[config.mk]
export PLATFORM = sky130hd
export DESIGN_NAME = u128a_front_flat
export DESIGN_NICKNAME = d
export VERILOG_FILES = /design/src/hdl/u128a_pkg.sv /design/src/hdl/u128a_req_if.sv /design/src/hdl/u128a_front.sv /design/src/flat_wrapper.sv
export SDC_FILE = /design/constraint.sdc
export NUM_CORES = 1
export LEC_CHECK = 0
export ABC_AREA = 0
export CELL_PAD_IN_SITES_DETAIL_PLACEMENT = 0
export CELL_PAD_IN_SITES_GLOBAL_PLACEMENT = 1
export CORE_AREA = 5 5 226 228
export CTS_CLUSTER_DIAMETER = 100
export CTS_CLUSTER_SIZE = 20
export DETAILED_ROUTE_END_ITERATION = 7
export DIE_AREA = 0 0 231 233
export DONT_BUFFER_PORTS = 1
export HOLD_SLACK_MARGIN = 0.15
export PLACE_DENSITY_LB_ADDON = 0.1
export SLEW_MARGIN = 20
export SYNTH_ARGS = -nofsm -noshare
export SYNTH_HDL_FRONTEND = slang
export SYNTH_SLANG_ARGS = --single-unit
export TNS_END_PERCENT = 20
[constraint.sdc]
create_clock -name clock -period 24.4 [get_ports clock]
set_input_delay 2.44 -clock clock [delete_from_list [all_inputs] [get_ports clock]]
set_output_delay 2.44 -clock clock [all_outputs]
set_load 0.005 [all_outputs]
[src/hdl/u128a_pkg.sv]
`default_nettype none
package u128a_pkg;
   localparam int unsigned OpW = 3;
   localparam logic [OpW-1:0] OP_ADD = 3'd0;
   localparam logic [OpW-1:0] OP_SUB = 3'd1;
   localparam logic [OpW-1:0] OP_MUL = 3'd2;
   localparam logic [OpW-1:0] OP_DIV = 3'd3;
   localparam logic [OpW-1:0] OP_REM = 3'd4;

   typedef struct packed {
      logic [2:0]  opcode;
      logic [63:0] a_low;
      logic [63:0] a_high;
      logic [63:0] b_low;
      logic [63:0] b_high;
      logic [31:0] divisor;
   } req_type;

   typedef struct packed {
      logic [63:0] result_low;
      logic [63:0] result_high;
      logic        divide_error;
   } rsp_type;

   // classified request handed from front to back
   typedef struct packed {
      logic [2:0]   opcode;
      logic [127:0] a;
      logic [127:0] b;
      logic [31:0]  divisor;
      logic         div_zero;
   } cmd_type;

   localparam int unsigned QueueDepth = 2;
   localparam int unsigned DivSteps   = 4;
   localparam int unsigned DivStages  = 128 / DivSteps;
endpackage
`default_nettype wire

[src/hdl/u128a_req_if.sv]
`default_nettype none
interface u128a_req_if;
   import u128a_pkg::*;
   logic    valid;
   logic    ready;
   req_type payload;
   modport source (output valid, output payload, input ready);
   modport sink (input valid, input payload, output ready);
endinterface
`default_nettype wire

[src/hdl/u128a_front.sv]
`default_nettype none
module u128a_front (
   input  wire logic               clock,
   input  wire logic               reset,
   u128a_req_if.sink               req,
   output u128a_pkg::cmd_type      cmd,
   output logic                    cmd_valid,
   input  wire logic               cmd_ready
);
   import u128a_pkg::*;

   // two-entry queue between front and back
   cmd_type        mem_ff [QueueDepth];
   logic           wp_ff, wp_in, rp_ff, rp_in;
   logic [1:0]     cnt_ff, cnt_in;
   cmd_type        c;
   logic           push, pop;

   always_comb begin
      c.opcode   = req.payload.opcode;
      c.a        = {req.payload.a_high, req.payload.a_low};
      c.b        = {req.payload.b_high, req.payload.b_low};
      c.divisor  = req.payload.divisor;
      c.div_zero = (req.payload.divisor == 32'd0);
   end

   assign req.ready = (cnt_ff != 2'(QueueDepth));
   assign push      = req.valid && req.ready;
   assign cmd_valid = (cnt_ff != 2'd0);
   assign pop       = cmd_valid && cmd_ready;
   assign cmd       = mem_ff[rp_ff];

   always_comb begin
      wp_in  = push ? ~wp_ff : wp_ff;
      rp_in  = pop ? ~rp_ff : rp_ff;
      cnt_in = cnt_ff + 2'(push) - 2'(pop);
   end

   always_ff @(posedge clock) begin
      if (reset) begin
         wp_ff  <= 1'b0;
         rp_ff  <= 1'b0;
         cnt_ff <= 2'd0;
      end else begin
         wp_ff  <= wp_in;
         rp_ff  <= rp_in;
         cnt_ff <= cnt_in;
      end
   end

   always_ff @(posedge clock) begin
      if (push) begin
         mem_ff[wp_ff] <= c;
      end
   end
endmodule
`default_nettype wire

[src/flat_wrapper.sv]
// flat-port wrapper written by rule: the top's interface ports become plain ports
module u128a_front_flat import u128a_pkg::*;
  (clock, reset, cmd, cmd_valid, cmd_ready, req_valid, req_payload, req_ready);
  u128a_req_if req_i ();
  input  wire logic clock;
  input  wire logic reset;
  output u128a_pkg::cmd_type cmd;
  output logic cmd_valid;
  input  wire logic cmd_ready;
  input wire logic [$bits(req_i.valid)-1:0] req_valid;
  input wire logic [$bits(req_i.payload)-1:0] req_payload;
  output wire logic [$bits(req_i.ready)-1:0] req_ready;
  assign req_i.valid = req_valid;
  assign req_i.payload = req_payload;
  assign req_ready = req_i.ready;
  u128a_front u_core (.clock(clock), .reset(reset), .req(req_i), .cmd(cmd), .cmd_valid(cmd_valid), .cmd_ready(cmd_ready));
endmodule
# == Word-level counts from Yosys, hierarchy flattened ==
# Memories as Yosys holds them, arrays and structs flattened. A register that Yosys moved wholly into a read port is not among the register bits.
# Index checks and enable logic that the tools add are counted.
# word_totals
reg_bits,4
mem_bits_rw,584
memories,1
output_inout_bits,294
word_cells,17
inputBits,295
# memory_table
name,depth,width,read_ports,rd_clocked_by_memory_dff,wr,line_no,text
u_core.mem_ff,2,292,1,1,1,u128a_front.sv:13,cmd_type mem_ff [QueueDepth];
# classes
mux,4
bitwise,2
reduce_logical,4
n_addsub,2
eq_ne,1
# ops
cell,count
zero test 32 bit,1
two-way mux 1 bit,4
adder 2 x 1 -> 2 bit,1
logical AND 1 bit,2
"inequality test 2 bit, second input constant",1
inverter 1 bit,2
nonzero test 2 bit,1
subtractor 2 x 1 -> 2 bit,1

# == Depth between registers and ports, before layout ==
# depth
depth_word,4
mapped_depth,7
ltp_nobuf,7

# == Least setup slack after synthesis ==
# Ideal clock, no wire load.
# synth_path
kind,input-to-reg
start,in req_valid
end,mem u_core.mem_ff[1][0] in the netlist's numbering (enable)
setup_time_ps,692
arrival_ps,9132
required_ps,23708
path_slack_ps,14575
cell_stages,1
n_path_buf,0
cell_sequence,and3_1
# synth_via
elab_chain_len,3
# synth_lines
item,line_no,text
"start, declared",flat_wrapper.sv:10,input wire logic [$bits(req_i.valid)-1:0] req_valid;
logical AND 1 bit,u128a_front.sv:28,assign push = req.valid && req.ready;
two-way mux 1 bit,u128a_front.sv:52,if (push) begin
two-way mux 1 bit (implied by the code),u128a_front.sv:53,mem_ff[wp_ff] <= c;
"end, declared",u128a_front.sv:13,
# No other way between the ends.

==> reports/results.ini <==
[status]
status=finished clean

[setup_path]
critPathLaunchType=flip-flop
crit_family=flip-flops
crit_buf_inv=1
slowest_stage=dfxtp_4
worstSetupPathType=flip-flop to output pin
crit-reg2reg-launch=u_core.cnt_ff[0]
cp.required_ns=21.96
cp.arrival_ns=2.93
crit_chain=buf_12, mux2_2
cp-end-kind=output pin
crit_fanout=154
slowest_delay_ns=0.96

[clocking]
root_buffer=clkbuf_16
htreeDepth=2
clock_latency_ns=0.56
path_clk_slew_ns=0.08
hold_buffers=0
post_cts_buffers=0
cts_buffers=35
clockBufferDepth=3
cts_tree=yes
cts_resized=0
cts_sinks=589

[route]
drtIter0Drc=626
via_per_inst=5.44
routed-via-count=8663
antenna_left=0
routedWlPerCell_um=32.2
dr.pass1.iters=4
routed_wl_um=51300
drc=0

[cells_and_area]
syn_to_final_growth_pct=7.03
multi_input_area_um2=3490
drive_gt1_share_pct=35.1
final_area_um2=23000
final_common_cell=edfxtp_1
seq_area_um2=17600
nets=1252
fin_util_pct=47.3
layout_common_cells=584 x edfxtp_1, 292 x mux2_2, 37 x clkbuf_16
fillCellCount=4051

[yosys]
syn_inst=945
yosys.area.top_type=edfxtp_1
synth_warnings=0
synth_area_leaders=edfxtp_1 82%, mux2_2 15%, buf_6 1.6%
avgSynthCellArea_um2=22.7
ys_ff_latch=589
synth_fp_nets=1242
ys_seq_area_share_pct=82.1
synth_top_cell_area_share_pct=81.6
synth_area_um2=21500
yosysUniqueCellTypes=22

[pwr]
powerDensity_nw_per_um2=102
peakVddDrop_v=0.0000813
p_leak_nw=7.15

[min_path]
hp-class=flip-flop to flip-flop
hold_start=u_core.rp_ff

[die]
rows=81
pin_count=589
die_width_um=231
start_util_pct=44.2
core_area_um2=48600
die_area_um2=53800
die_y_um=233

[placed_design]
portBuffers=0
place_area_um2=22000
place_hpwl_um=36000
routabilityCongestion=0.785

[sta]
skew_ns=0.0217
tightest_slew_ns=1.20
period_share_pct=22.0
fin_crit_ns=5.37
grt_setup_unrepaired=false
clock.fmax_mhz=186
slew-limit-headroom_pct=20.0
hold_slack_ns=0.521
hold_violations=0
fin_tns_setup_ns=0
setup_viol=0
finalMaxSlewViolations=0

[global_routing]
grt-ovfl-total=0
grt_pass1_vias=9195
antenna_found_initial=3
met1_usage_pct=17.0
grtUsageTotal_pct=18.1
grtUsageMet2_pct=32.5
grt_max_degree=163
grt_pass1_wl_um=69100
use_met3_pct=11.1
gr-max-usage-layer=met2

[job]
max_cap_violations=0

-- state kept, by name, summed over array words and instances, names as in the netlist, named ones only --
name           flops
u_core.mem_ff    584
u_core.cnt_ff      2
u_core.rp_ff       1
u_core.wp_ff       1
-- cell usage after synthesis --
cell type / n
nand3b_1: 1
and2_1: 2
buf_6: 31
ha_1: 2
nand2b_1: 1
inv_1: 3
nor4_1: 8
nand4_1: 2
nor2b_1: 1
dfxtp_1: 5
xnor2_1: 1
o21a_1: 1
buf_2: 1
and3_1: 1
or2_2: 1
nor3_1: 1
nor2_1: 4
xor2_1: 1
edfxtp_1: 584
mux2_2: 292
a21bo_2: 1
a21oi_1: 1
-- final cells by class --
type / count / area share [%]
Inverter: 3 / 0.0816
Tap cell: 622 / 3.38
Clock inverter: 1 / 0.0707
Multi-Input combinational cell: 321 / 15.2
Clock buffer: 49 / 4.22
Timing Repair Buffer: 5 / 0.326
Antenna cell: 3 / 0.0326
Sequential cell: 589 / 76.7
-- where the power goes --
group          leakage [nW]  internal [mW]  switching [mW]
Combinational          1.18          0.184           0.263
Clock                 0.477          0.279           0.308
Sequential             5.49           1.27          0.0484
-- through the flow --
| step | std cells | total power, mW | worst slack, ns |
|---|---|---|---|
| 6_report | 1593 | 2.35 | 19.03 |
| 5_1_grt | 1590 | 2.46 | 18.89 |
| 4_1_cts | 1590 | 2.39 | 18.95 |
| 3_5_place_dp | 1540 | 1.81 | 19.58 |
| 3_3_place_gp | 1540 | 1.81 | 19.60 |
| 2_1_floorplan | 945 | 1.72 | 14.58 |
-- worst paths after layout --
kind / to / slack, ns / depth (start not counted)
worst max-delay path: cmd[112] / 19.03 / 2
worst min-delay path: flip-flop / 0.52 / 2
worst max register to register: u_core.mem_ff[0][41] / 21.35 / 4
worst min register to register: flip-flop / 0.52 / 2
-- metal layers --
layer	up-vias	share of wire, %
li1	3773	-
met3	74	13
met4	4	2.7
met1	4435	31
met2	377	53
met5	-	0.053
-- worst min-delay path: stages, from the launching register on --
cell     delay (ns)
dfxtp_1        0.33
xnor2_1        0.09
nor2_1         0.07
-- kinds of logic (layout without fill, tap and decap cells) --
kind of cell	count (synthesis)	in the layout	share of synthesized area, %
muxes	292	292	15.3
xor gates and xnor gates	2	2	0.0816
DFF	589	589	82.1
adders and majority gates	2	2	0.116
other	0	3	0
AOI/OAI and AO/OA	3	3	0.105
buffers and inverters	35	58	1.70
and+or+nand+nor	22	22	0.594
Note: power is estimated with default switching activity, not from simulation.
